[config.mk]
export PLATFORM = sky130hd
export DESIGN_NAME = aid_match_table_top
export DESIGN_NICKNAME = d
export VERILOG_FILES = /design/src/rtl/amt_pkg.sv /design/src/rtl/amt_ram.sv /design/src/rtl/amt_qshift.sv /design/src/rtl/amt_match.sv /design/src/rtl/aid_match_table_top.sv
export SDC_FILE = /design/constraint.sdc
export NUM_CORES = 2
export LEC_CHECK = 0
export BUFFER_PORTS_ARGS = -buffer_cell sky130_fd_sc_hd__buf_2
export CAP_MARGIN = 5
export CORE_MARGIN = 2
export CORE_UTILIZATION = 35
export CTS_BUF_LIST = sky130_fd_sc_hd__clkbuf_2
export DETAILED_ROUTE_END_ITERATION = 6
export PLACE_DENSITY = 0.59
export SLEW_MARGIN = 25
export SYNTH_ARGS = -nofsm -noshare
export SYNTH_HDL_FRONTEND = slang
export SYNTH_SLANG_ARGS = --single-unit
[constraint.sdc]
create_clock -name aclk -period 8.18 [get_ports aclk]
set_input_delay 0.409 -clock aclk [delete_from_list [all_inputs] [get_ports aclk]]
set_output_delay 0.409 -clock aclk [all_outputs]
set_load 0.05 [all_outputs]
[src/rtl/amt_pkg.sv]
// Package: shared types, constants and helpers for the identifier match table.
`timescale 1ns / 1ps
package amt_pkg;

    // Table sizing
    localparam int MAX_ENTRIES = 16;
    localparam int IDX_W       = (MAX_ENTRIES > 1) ? $clog2(MAX_ENTRIES) : 1;
    localparam int CNT_W       = $clog2(MAX_ENTRIES + 1);
    localparam int CMP_W       = (CNT_W > 4) ? CNT_W : 4;

    // Identifier geometry: one byte moves per cycle
    localparam int AID_BYTES  = 16;
    localparam int BYTE_W     = 8;
    localparam int AID_W      = AID_BYTES * BYTE_W;
    localparam int BIDX_W     = $clog2(AID_BYTES);
    localparam int PH_W       = $clog2(AID_BYTES + 1);
    localparam int BYTE_DEPTH = MAX_ENTRIES * AID_BYTES;
    localparam int BYTE_AW    = $clog2(BYTE_DEPTH);

    localparam logic [PH_W-1:0] LAST_PHASE = PH_W'(AID_BYTES);
    localparam logic [4:0] AID_MIN_LEN = 5'd5;
    localparam logic [4:0] AID_MAX_LEN = 5'd16;

    // Function codes
    localparam logic [1:0] FUNC_ADD    = 2'd0;
    localparam logic [1:0] FUNC_SET    = 2'd1;
    localparam logic [1:0] FUNC_LOOKUP = 2'd2;
    localparam logic [1:0] FUNC_CLEAR  = 2'd3;

    // Match modes
    localparam logic [1:0] MODE_EXACT   = 2'd0;
    localparam logic [1:0] MODE_PARTIAL = 2'd1;

    // Status codes
    localparam logic [1:0] ST_OK      = 2'd0;
    localparam logic [1:0] ST_INVALID = 2'd1;
    localparam logic [1:0] ST_FULL    = 2'd2;

    typedef struct packed {
        logic [1:0]  func;
        logic [63:0] aid_upper;
        logic [63:0] aid_lower;
        logic [4:0]  aid_length;
        logic [1:0]  match_mode;
        logic [3:0]  entry_index;
        logic        enable_flag;
    } amt_in_t;

    typedef struct packed {
        logic [1:0] status;
        logic       supported;
        logic [3:0] new_entry;
    } amt_out_t;

    // Per-entry attributes kept beside the byte store
    typedef struct packed {
        logic [4:0] length;
        logic [1:0] mode;
    } amt_attr_t;

    // Scan control from the sequencer to the byte comparator
    typedef struct packed {
        logic              clr;
        logic              cmp;
        logic              last;
        logic [BIDX_W-1:0] bidx;
    } amt_scan_ctl_t;

    // Byte store address: entry index above byte index
    function automatic logic [BYTE_AW-1:0] byte_addr(input logic [IDX_W-1:0] e,
                                                     input logic [BIDX_W-1:0] b);
        return BYTE_AW'({e, b});
    endfunction

endpackage

[src/rtl/amt_ram.sv]
// Generic single-write, single-read RAM with registered read data.
`timescale 1ns / 1ps
module amt_ram #(
    parameter int WIDTH = 8,
    parameter int DEPTH = 16
) (
    input  logic                                        aclk,
    input  logic                                        wr_en,
    input  logic [((DEPTH > 1) ? $clog2(DEPTH) : 1)-1:0] wr_addr,
    input  logic [WIDTH-1:0]                            wr_data,
    input  logic [((DEPTH > 1) ? $clog2(DEPTH) : 1)-1:0] rd_addr,
    output logic [WIDTH-1:0]                            rd_data
);
    logic [WIDTH-1:0] mem_reg [DEPTH];
    logic [WIDTH-1:0] rd_data_reg;

    // Write port and registered read port
    always_ff @(posedge aclk) begin
        if (wr_en) begin
            mem_reg[wr_addr] <= wr_data;
        end
        rd_data_reg <= mem_reg[rd_addr];
    end

    assign rd_data = rd_data_reg;
endmodule

[src/rtl/amt_qshift.sv]
// Query shift register: loads an identifier and rotates it out one byte per cycle while shift is high.
`timescale 1ns / 1ps
module amt_qshift (
    input  logic              aclk,
    input  logic              load,
    input  logic              shift,
    input  logic [63:0]       aid_upper,
    input  logic [63:0]       aid_lower,
    output logic [amt_pkg::BYTE_W-1:0] top_byte
);
    import amt_pkg::*;

    logic [AID_W-1:0] data_reg;
    logic [AID_W-1:0] data_next;

    // Load the query, or rotate left by one byte so the word comes back after a full pass
    always_comb begin
        data_next = data_reg;
        if (load) begin
            data_next = {aid_upper, aid_lower};
        end else if (shift) begin
            data_next = {data_reg[AID_W-BYTE_W-1:0], data_reg[AID_W-1 -: BYTE_W]};
        end
    end

    always_ff @(posedge aclk) begin
        data_reg <= data_next;
    end

    assign top_byte = data_reg[AID_W-1 -: BYTE_W];
endmodule

[src/rtl/amt_match.sv]
// Byte-serial comparator: folds one byte compare per cycle, on each compare beat, into an entry match.
`timescale 1ns / 1ps
module amt_match (
    input  logic                          aclk,
    input  amt_pkg::amt_scan_ctl_t        ctl,
    input  logic [amt_pkg::BYTE_W-1:0]    stored_byte,
    input  logic [amt_pkg::BYTE_W-1:0]    query_byte,
    input  amt_pkg::amt_attr_t            attr,
    input  logic                          disabled,
    input  logic [4:0]                    query_length,
    output logic                          hit
);
    import amt_pkg::*;

    logic eq_reg;
    logic eq_next;
    logic byte_ok;
    logic eq_all;
    logic len_ok;

    // Bytes past the stored length always pass
    assign byte_ok = ({1'b0, ctl.bidx} >= attr.length) || (stored_byte == query_byte);
    assign eq_all  = eq_reg & byte_ok;

    // Restart at each entry, accumulate on every compare beat
    always_comb begin
        eq_next = eq_reg;
        if (ctl.clr) begin
            eq_next = 1'b1;
        end else if (ctl.cmp) begin
            eq_next = eq_all;
        end
    end

    always_ff @(posedge aclk) begin
        eq_reg <= eq_next;
    end

    // Length rule by mode; other modes never match
    always_comb begin
        len_ok = 1'b0;
        if (attr.mode == MODE_EXACT) begin
            len_ok = (attr.length == query_length);
        end else if (attr.mode == MODE_PARTIAL) begin
            len_ok = (attr.length <= query_length);
        end
    end

    assign hit = ctl.last && !disabled && eq_all && len_ok;
endmodule

[src/rtl/aid_match_table_top.sv]
// Top level: identifier match table with byte-serial store and lookup.
//
//  channel | ports             | payload   | handshake
//  --------+-------------------+-----------+-----------------
//  input   | s_valid s_ready   | s_data    | valid / ready
//  result  | m_valid m_ready   | m_data    | valid / ready
//
// Path from acceptance to m_valid, the move into the output register included: clear and
// rejected add via S_OUT, set enable via S_SET and S_OUT, add via S_ADD (one byte written
// per cycle), lookup via S_SCAN (one stored byte read and compared per cycle, set by the
// single read port of the byte store), stopping at the first hit; s_ready returns with m_valid.
// Reset clears the entry count and control; table contents are never read before written.
// A stalled result waits in the output register while the next beat is taken.
`timescale 1ns / 1ps
module aid_match_table_top (
    input  logic              aclk,
    input  logic              aresetn,
    input  logic              s_valid,
    output logic              s_ready,
    input  amt_pkg::amt_in_t  s_data,
    output logic              m_valid,
    input  logic              m_ready,
    output amt_pkg::amt_out_t m_data
);
    import amt_pkg::*;

    typedef enum logic [4:0] {
        S_IDLE = 5'b00001,
        S_ADD  = 5'b00010,
        S_SET  = 5'b00100,
        S_SCAN = 5'b01000,
        S_OUT  = 5'b10000
    } state_t;

    state_t state_reg, state_next;

    logic [CNT_W-1:0]  count_reg, count_next;
    logic [IDX_W-1:0]  scan_e_reg, scan_e_next;
    logic [PH_W-1:0]   phase_reg, phase_next;
    logic [4:0]        qlen_reg, qlen_next;
    logic [1:0]        mode_reg, mode_next;
    logic [3:0]        idx_reg, idx_next;
    logic              en_reg, en_next;
    amt_out_t          res_reg, res_next;
    amt_out_t          m_data_reg, m_data_next;
    logic              m_valid_reg, m_valid_next;

    logic              accept;
    logic              q_shift;
    logic [BYTE_W-1:0] q_byte;
    logic [BYTE_W-1:0] s_byte;
    amt_attr_t         attr_rd;
    amt_attr_t         attr_wr;
    logic              dis_rd;
    logic              dis_we;
    logic [IDX_W-1:0]  dis_waddr;
    logic              dis_wdata;
    logic              byte_we;
    logic              attr_we;
    logic [IDX_W-1:0]  add_e;
    amt_scan_ctl_t     scan_ctl;
    logic              hit;
    logic              scan_end;

    assign accept = s_valid && s_ready;
    assign s_ready = (state_reg == S_IDLE);
    assign add_e  = IDX_W'(count_reg);

    // Query bytes stream from here for both add and lookup
    amt_qshift u_qshift (
        .aclk      (aclk),
        .load      (accept),
        .shift     (q_shift),
        .aid_upper (s_data.aid_upper),
        .aid_lower (s_data.aid_lower),
        .top_byte  (q_byte)
    );

    // Identifier bytes, one per address
    amt_ram #(.WIDTH(BYTE_W), .DEPTH(BYTE_DEPTH)) u_byte_ram (
        .aclk    (aclk),
        .wr_en   (byte_we),
        .wr_addr (byte_addr(add_e, phase_reg[BIDX_W-1:0])),
        .wr_data (q_byte),
        .rd_addr (byte_addr(scan_e_reg, phase_reg[BIDX_W-1:0])),
        .rd_data (s_byte)
    );

    // Length and mode per entry
    amt_ram #(.WIDTH($bits(amt_attr_t)), .DEPTH(MAX_ENTRIES)) u_attr_ram (
        .aclk    (aclk),
        .wr_en   (attr_we),
        .wr_addr (add_e),
        .wr_data (attr_wr),
        .rd_addr (scan_e_reg),
        .rd_data (attr_rd)
    );

    // Disabled mark per entry
    amt_ram #(.WIDTH(1), .DEPTH(MAX_ENTRIES)) u_dis_ram (
        .aclk    (aclk),
        .wr_en   (dis_we),
        .wr_addr (dis_waddr),
        .wr_data (dis_wdata),
        .rd_addr (scan_e_reg),
        .rd_data (dis_rd)
    );

    amt_match u_match (
        .aclk         (aclk),
        .ctl          (scan_ctl),
        .stored_byte  (s_byte),
        .query_byte   (q_byte),
        .attr         (attr_rd),
        .disabled     (dis_rd),
        .query_length (qlen_reg),
        .hit          (hit)
    );

    // Scan control: phase 0 issues the first read, phases 1..16 compare
    always_comb begin
        scan_ctl.clr  = (state_reg == S_SCAN) && (phase_reg == '0);
        scan_ctl.cmp  = (state_reg == S_SCAN) && (phase_reg != '0);
        scan_ctl.last = (state_reg == S_SCAN) && (phase_reg == LAST_PHASE);
        scan_ctl.bidx = BIDX_W'(phase_reg - PH_W'(1));
    end

    assign scan_end = (CNT_W'(scan_e_reg) + CNT_W'(1)) == count_reg;

    assign attr_wr.length = qlen_reg;
    assign attr_wr.mode   = mode_reg;

    // Store write strobes
    always_comb begin
        byte_we   = (state_reg == S_ADD);
        attr_we   = (state_reg == S_ADD) && (phase_reg == '0);
        dis_we    = attr_we;
        dis_waddr = add_e;
        dis_wdata = 1'b0;
        q_shift   = byte_we || scan_ctl.cmp;
        if ((state_reg == S_SET) &&
            (CMP_W'(idx_reg) < CMP_W'(count_reg))) begin
            dis_we    = 1'b1;
            dis_waddr = IDX_W'(idx_reg);
            dis_wdata = !en_reg;
        end
    end

    // Sequencer
    always_comb begin
        state_next   = state_reg;
        count_next   = count_reg;
        scan_e_next  = scan_e_reg;
        phase_next   = phase_reg;
        qlen_next    = qlen_reg;
        mode_next    = mode_reg;
        idx_next     = idx_reg;
        en_next      = en_reg;
        res_next     = res_reg;
        m_data_next  = m_data_reg;
        m_valid_next = m_valid_reg;

        // Drop the output beat once taken
        if (m_valid_reg && m_ready) begin
            m_valid_next = 1'b0;
        end

        unique case (state_reg)
            S_IDLE: begin
                if (accept) begin
                    qlen_next = s_data.aid_length;
                    mode_next = s_data.match_mode;
                    idx_next  = s_data.entry_index;
                    en_next   = s_data.enable_flag;
                    res_next  = '{status: ST_OK, supported: 1'b0, new_entry: 4'd0};
                    phase_next  = '0;
                    scan_e_next = '0;
                    unique case (s_data.func)
                        FUNC_ADD: begin
                            if ((s_data.aid_length < AID_MIN_LEN) ||
                                (s_data.aid_length > AID_MAX_LEN)) begin
                                res_next.status = ST_INVALID;
                                state_next      = S_OUT;
                            end else if (count_reg == CNT_W'(MAX_ENTRIES)) begin
                                res_next.status = ST_FULL;
                                state_next      = S_OUT;
                            end else begin
                                state_next = S_ADD;
                            end
                        end
                        FUNC_SET: begin
                            state_next = S_SET;
                        end
                        FUNC_LOOKUP: begin
                            state_next = (count_reg == '0) ? S_OUT : S_SCAN;
                        end
                        FUNC_CLEAR: begin
                            count_next = '0;
                            state_next = S_OUT;
                        end
                        default: begin
                            state_next = S_OUT;
                        end
                    endcase
                end
            end
            S_ADD: begin
                // Write one byte per cycle, then bump the count
                phase_next = phase_reg + PH_W'(1);
                if (phase_reg == LAST_PHASE - PH_W'(1)) begin
                    count_next         = count_reg + CNT_W'(1);
                    res_next.new_entry = 4'(count_reg);
                    state_next         = S_OUT;
                end
            end
            S_SET: begin
                if (CMP_W'(idx_reg) >= CMP_W'(count_reg)) begin
                    res_next.status = ST_INVALID;
                end
                state_next = S_OUT;
            end
            S_SCAN: begin
                // Advance through bytes, then through entries
                if (phase_reg == LAST_PHASE) begin
                    phase_next = '0;
                    if (hit) begin
                        res_next.supported = 1'b1;
                        state_next         = S_OUT;
                    end else if (scan_end) begin
                        state_next = S_OUT;
                    end else begin
                        scan_e_next = scan_e_reg + IDX_W'(1);
                    end
                end else begin
                    phase_next = phase_reg + PH_W'(1);
                end
            end
            S_OUT: begin
                // Hold the result until the output register is free
                if (!m_valid_reg || m_ready) begin
                    m_data_next  = res_reg;
                    m_valid_next = 1'b1;
                    state_next   = S_IDLE;
                end
            end
            default: begin
                state_next = S_IDLE;
            end
        endcase
    end

    // Control registers
    always_ff @(posedge aclk) begin
        if (!aresetn) begin
            state_reg   <= S_IDLE;
            count_reg   <= '0;
            m_valid_reg <= 1'b0;
        end else begin
            state_reg   <= state_next;
            count_reg   <= count_next;
            m_valid_reg <= m_valid_next;
        end
    end

    // Payload registers
    always_ff @(posedge aclk) begin
        scan_e_reg <= scan_e_next;
        phase_reg  <= phase_next;
        qlen_reg   <= qlen_next;
        mode_reg   <= mode_next;
        idx_reg    <= idx_next;
        en_reg     <= en_next;
        res_reg    <= res_next;
        m_data_reg <= m_data_next;
    end

    assign m_valid = m_valid_reg;
    assign m_data  = m_data_reg;
endmodule
* Word-level counts from Yosys, hierarchy flattened
Memories as Yosys holds them, arrays and structs flattened. A register that Yosys moved wholly into a read port is not among the register bits.
Cells that the tools add are included.
Widths: inputs -> output; s select.
** Word-level totals
- Output and inout bits :: 9
- Bits in writable memories :: 2176
- Word-level logic and storage cells :: 143
- Memories kept :: 3
- Input bits :: 146
- Bits in registers :: 175
** Cells by class
- $lt $le $gt $ge :: 6
- Reductions and logical operators :: 36
- Eq/ne operators :: 25
- Mux-type cells :: 50
- Bitwise gates (word level) :: 1
- Add/subtract/negate cells :: 5
** Memories
- u_byte_ram.mem_reg :: depth 256, width 8, rd ports 1, clocked after memory_dff 1, wr ports 1, RTL line amt_ram.sv:14 : logic [WIDTH-1:0] mem_reg [DEPTH];
- u_attr_ram.mem_reg :: depth 16, width 7, rd ports 1, clocked after memory_dff 1, wr ports 1, RTL line amt_ram.sv:14
- u_dis_ram.mem_reg :: depth 16, width 1, rd ports 1, clocked after memory_dff 1, wr ports 1, RTL line amt_ram.sv:14
** Operator list (number)
- $mux 128 :: 2
- $mux 5 :: 14
- $pmux 5 s5 :: 1
- $mux 4 :: 6
- $pmux 5 s4 :: 1
- $pmux 4 s2 :: 2
- $eq 5x5->1 const B :: 3
- $mux 1 :: 15
- $pmux 5 s3 :: 1
- $add 5x1->5 const B :: 2
- $eq 5x4->1 const B :: 2
- $eq 5x5->1 :: 2
- $ge 4x5->1 :: 2
- $logic_and 1x1->1 :: 10
- $logic_not 5->1 :: 2
- $ne 2x1->1 const B :: 5
- $pmux 5 s2 :: 1
- $reduce_and 5->1 :: 2
- $eq 8x8->1 :: 1
- $mux 2 :: 4
- $ne 2x2->1 const B :: 4
- $reduce_and 4->1 :: 2
- $reduce_bool 2->1 :: 4
- $mux 7 :: 1
- other kinds (23) :: 34

* Longest topological paths before layout
- Depth in word-level cells :: 9
- Depth in mapped cells :: 15
- Gate-level depth less buffers :: 10

* Cells and area by module
A second synthesis with hierarchy kept.
** Unflattened totals
- Cells, all modules :: 4521
- Area total of the unflattened synthesis :: 93029.2 sq um
** Modules (own cells, without submodules)
- amt_ram (u_byte_ram) :: sequential area each 61659.1 sq um, instances 1, cells an instance 3733, area an instance 79556.3 sq um
- amt_qshift :: sequential area each 3843.7 sq um, instances 1, cells an instance 279, area an instance 5502.8 sq um
- amt_ram (u_attr_ram) :: sequential area each 3503.4 sq um, instances 1, cells an instance 203, area an instance 4530.6 sq um
- aid_match_table_top :: sequential area each 1271.2 sq um, instances 1, cells an instance 211, area an instance 2328.5 sq um
- amt_ram (u_dis_ram) :: sequential area each 500.5 sq um, instances 1, cells an instance 47, area an instance 745.7 sq um
- amt_match :: sequential area each 20.0 sq um, instances 1, cells an instance 48, area an instance 365.4 sq um

* Least setup slack after synthesis
OpenSTA, ideal clock, no wires.
- Path kind :: register to register
- From :: register phase_reg[1]
- To :: register u_qshift.data_reg[0] (enable)
- Required time :: 7532 ps
- Arrival time :: 7948 ps
- Period minus slack after synthesis :: 8596 ps
- Buffers on the path :: 6
- Cell stages (with the launch flop) :: 12
- Setup time :: 648 ps
- Setup slack :: -416 ps
- Path through :: edfxtp_1 > buf_6 > buf_6 > buf_4 > buf_2 > buf_4 > inv_1 > ha_1 > clkbuf_1 > nand2_1 > nor2_1 > o211ai_1
** On the way
- Cells in the longest elaborated chain, start to end :: 4
** RTL lines
- start: declaration :: RTL line aid_match_table_top.sv:39 : logic [PH_W-1:0] phase_reg, phase_next;
- start signal: assignment :: RTL line aid_match_table_top.sv:268 : phase_reg <= phase_next;
- $reduce_bool 5->1 :: RTL line aid_match_table_top.sv:123 : scan_ctl.cmp = (state_reg == S_SCAN) && (phase_reg != '0);
- $logic_and 1x1->1 :: RTL line aid_match_table_top.sv:123
- $logic_or 1x1->1 :: RTL line aid_match_table_top.sv:140 : q_shift = byte_we || scan_ctl.cmp;
- $reduce_bool 2->1 (no line)
- end signal: assignment :: RTL line amt_qshift.sv:27 : data_reg <= data_next;
- end: declaration :: RTL line amt_qshift.sv:13 : logic [AID_W-1:0] data_reg;
No other way between the ends.
A chain may end at the register's enable or synchronous reset.

* Worst setup path after layout
- From :: register state_reg[1]
- To :: register u_qshift.data_reg[57], data pin
** On the way
- Cells in the longest elaborated chain, start to end :: 3
** RTL lines
- start: declaration :: RTL line aid_match_table_top.sv:35 : state_t state_reg, state_next;
- start signal: assignment :: RTL line aid_match_table_top.sv:259 : state_reg <= state_next;
- $eq 5x1->1 :: RTL line aid_match_table_top.sv:66 : assign s_ready = (state_reg == S_IDLE);
- $logic_and 1x1->1 :: RTL line aid_match_table_top.sv:65 : assign accept = s_valid && s_ready;
- $mux 128 :: RTL line amt_qshift.sv:19 : if (load) begin
- via u_qshift.data_next[57] :: RTL line amt_qshift.sv:14 : logic [AID_W-1:0] data_next;
The timed path passes the listed nets, and every way through them passes these cells.

==> results_dict.tcl <==
set metrics [dict create \
    cp_num_buf_inv 6 \
    maxSlewHeadroom 0.160 \
    io_pins 155 \
    slowest_stage "dlygate4sd3_1" \
    numCtsBuffers 611 \
    yosysUniqueCellTypes 72 \
    synth_adder_area_share 0.00324 \
    vias_per_cell 5.40 \
    grt_max_degree 225 \
    area_growth_pct 16.1 \
    preCtsSetupSlack_ps 3880 \
    rsz0062_at_grt "no" \
    period_minus_slack_ps 4440 \
    cts_max_level 6 \
    hold_viol 0 \
    fill_cells 23300 \
    coreArea_sq_um 263000 \
    path_cells "nor3_1, nand3b_1, inv_1, nand2_4, inv_4, buf_12, buf_4, nand2_1, dlygate4sd3_1, nand2_1, dlygate4sd3_1" \
    hold_class "in2reg" \
    cts_sinks 2367 \
    dieWidth_um 518 \
    worstSetupPathType "reg2reg" \
    slew_viol_final 0 \
    timing.final.ws_setup_ps 3740 \
    syn_nets 4928 \
    finalPower_w 0.0249 \
    synth-simple-area-share 0.0420 \
    cp_slowest_stage_delay_ps 650 \
    clockBufferDepth 4 \
    clk_pin_slew_ps 130 \
    synth-main-ff-cell "edfxtp_1" \
    post_cts_resized 0 \
    fin_nets 6012 \
    antenna_found_initial 24 \
    routedWlPerCell_um 26.9 \
    arrival_ps 6200 \
    finalWirelength_um 263000 \
    synthCells 4758 \
    setup_violations 0 \
    grt_overflow_total 0 \
    yosysWarningCount 0 \
    drtIter0Drc 6025 \
    gr-usage-all-layers 0.192 \
    vdd_ir_drop_max_mv 0.168 \
    row_count 188 \
    largest_reg_flops 2048 \
    seq_area_frac_synth 0.765 \
    power.leakage_nw 35.1 \
    drc 0 \
    fmax_ghz 0.225 \
    dp_hpwl_um 144000 \
    cts_tree "built" \
    synth_xor_area_frac 0.00189 \
    start_util 0.352 \
    rrSetupSlack_ps 3740 \
    vias 52700 \
    start_kind "flop" \
    final_common_cell "edfxtp_1" \
    path_max_fanout 50 \
    register_area_sq_um 70800 \
    min_period_over_period 0.543 \
    cp_top_family "buffers and inverters" \
    finish.utilization 0.409 \
    clkLatencyLatePin_ps 1860 \
    detail-route-antenna-nets 0 \
    die_y_um 518 \
    drive_above_1_share 0.276 \
    synth_enable_flop_cells 2339 \
    yosys_register_bits 2367 \
    grt_pass1_vias 55100 \
    multi_input_area_sq_um 20200 \
    syn_avg_cell_area_sq_um 19.5 \
    layout_common_cells "edfxtp_1, clkbuf_2, dlygate4sd3_1" \
    clock-skew-final_ps 138 \
    place.port_buffers 154 \
    dr.pass1.iters 5 \
    whs_ps 280 \
    outcome "complete, no violations" \
    p_per_area_nw_per_um2 231 \
    synth_top_family_by_area "multiplexers" \
    critPathRequiredTime_ps 9940 \
    tightest_slew_ps 1260 \
    ys_async_sr_fraction 0 \
    die_area_sq_um 269000 \
    grt_first_pass_wirelength_um 378000 \
    worstSetupEndpointType "flop" \
    root_buffer "clkbuf_2" \
    muxShareOfSynthArea 0.134 \
    syn-cell-area_sq_um 92600 \
    gp_congestion 0.834 \
    cap_violations 0 \
    totalNegativeSetupSlack_ps 0 \
    synth_compound_area_frac 0.0356 \
]
-- report_power, final --
part	internal, W	switching [W]
Clock	0.00306	0.00481
Combinational	0.00105	0.00197
Sequential	0.0139	0.000103
-- cell usage after synthesis, drive strengths merged (4+ instances only) --
master / instances / share of area
ha: 24 / 0.0032
o221ai: 19 / 0.0018
or3b: 4 / 0.00038
nor2b: 15 / 0.0010
a22oi: 76 / 0.0062
and2: 7 / 0.00047
nor3: 20 / 0.0011
nand3b: 11 / 0.00097
xnor2: 10 / 0.00095
and3: 7 / 0.00047
a22o: 48 / 0.0045
xor2: 10 / 0.00095
mux2: 10 / 0.0012
a21o: 6 / 0.00049
nor2: 351 / 0.014
nand2b: 6 / 0.00041
nand4: 5 / 0.00034
a21oi: 61 / 0.0033
mux4: 487 / 0.12
clkinv: 5 / 0.00020
o32ai: 8 / 0.00076
a2111oi: 4 / 0.00038
nor4: 10 / 0.00068
a221oi: 52 / 0.0050
inv: 24 / 0.00097
a211oi: 37 / 0.0030
o31ai: 5 / 0.00041
o21ai: 39 / 0.0021
buf: 158 / 0.012
dfxtp: 28 / 0.0061
nand3: 43 / 0.0023
nand2: 461 / 0.019
o211ai: 8 / 0.00065
edfxtp: 2339 / 0.76
mux2i: 133 / 0.014
o22ai: 41 / 0.0028
o41ai: 4 / 0.00038
clkbuf: 126 / 0.0051
a31oi: 16 / 0.0011
-- metrics by stage --
stage / instances / area, sq um
floorplan: 4758 / 92700
global placement: 8240 / 97200
detailed placement: 8241 / 97200
CTS: 9750 / 107000
global route: 9761 / 107000
finish: 9767 / 107000
-- logic make-up (layout without fill, tap and decap cells) --
group / after synthesis / after routing
xor gates and xnor gates: 20 / 20
buffers and inverters: 313 / 1793
DFF: 2367 / 2367
AOI/OAI and AO/OA: 453 / 453
muxes: 630 / 630
other: 0 / 14
adders and majority gates: 24 / 24
and+or+nand+nor: 951 / 951
-- timing repair --
action / CTS / global route
endpoints found under the hold margin: 257 / 0
hold buffers: 500 / 0
setup buffers: 0 / 0
-- final cells by class --
type | count | share of cell area
flip-flops and latches | 2367 | 0.659
multi-input cells | 2078 | 0.188
repair buffers | 755 | 0.0631
clock buffers | 881 | 0.0410
well taps | 3515 | 0.0409
clock inverters | 128 | 0.00652
inverters | 29 | 0.00108
diodes | 14 | 0.000326
-- path summary, 6_finish.rpt --
kind / startpoint / to / cells after the start
max: state_reg[1] / u_qshift.data_reg[57] / 11
min: s_valid / state_reg[4] / 6
max reg2reg: state_reg[1] / u_qshift.data_reg[57] / 11
min reg2reg: res_reg[3] / m_data[3] / 0
-- metal layers --
layer  share of wire  vias up  GRT usage
met3           0.087      682     0.0472
met1            0.39    27400      0.249
met5         0.00031        -          0
li1                -    21800          -
met4           0.041       14     0.0876
met2            0.48     2857      0.304
-- worst register-to-register path: stages (launching register included) --
cell           delay, ps
dfxtp_1              360
nor3_1               300
nand3b_1             200
inv_1                200
nand2_4              320
inv_4                540
buf_12               340
buf_4                560
nand2_1              240
dlygate4sd3_1        650
nand2_1              100
dlygate4sd3_1        560
Power figures use the tool's default switching activity.
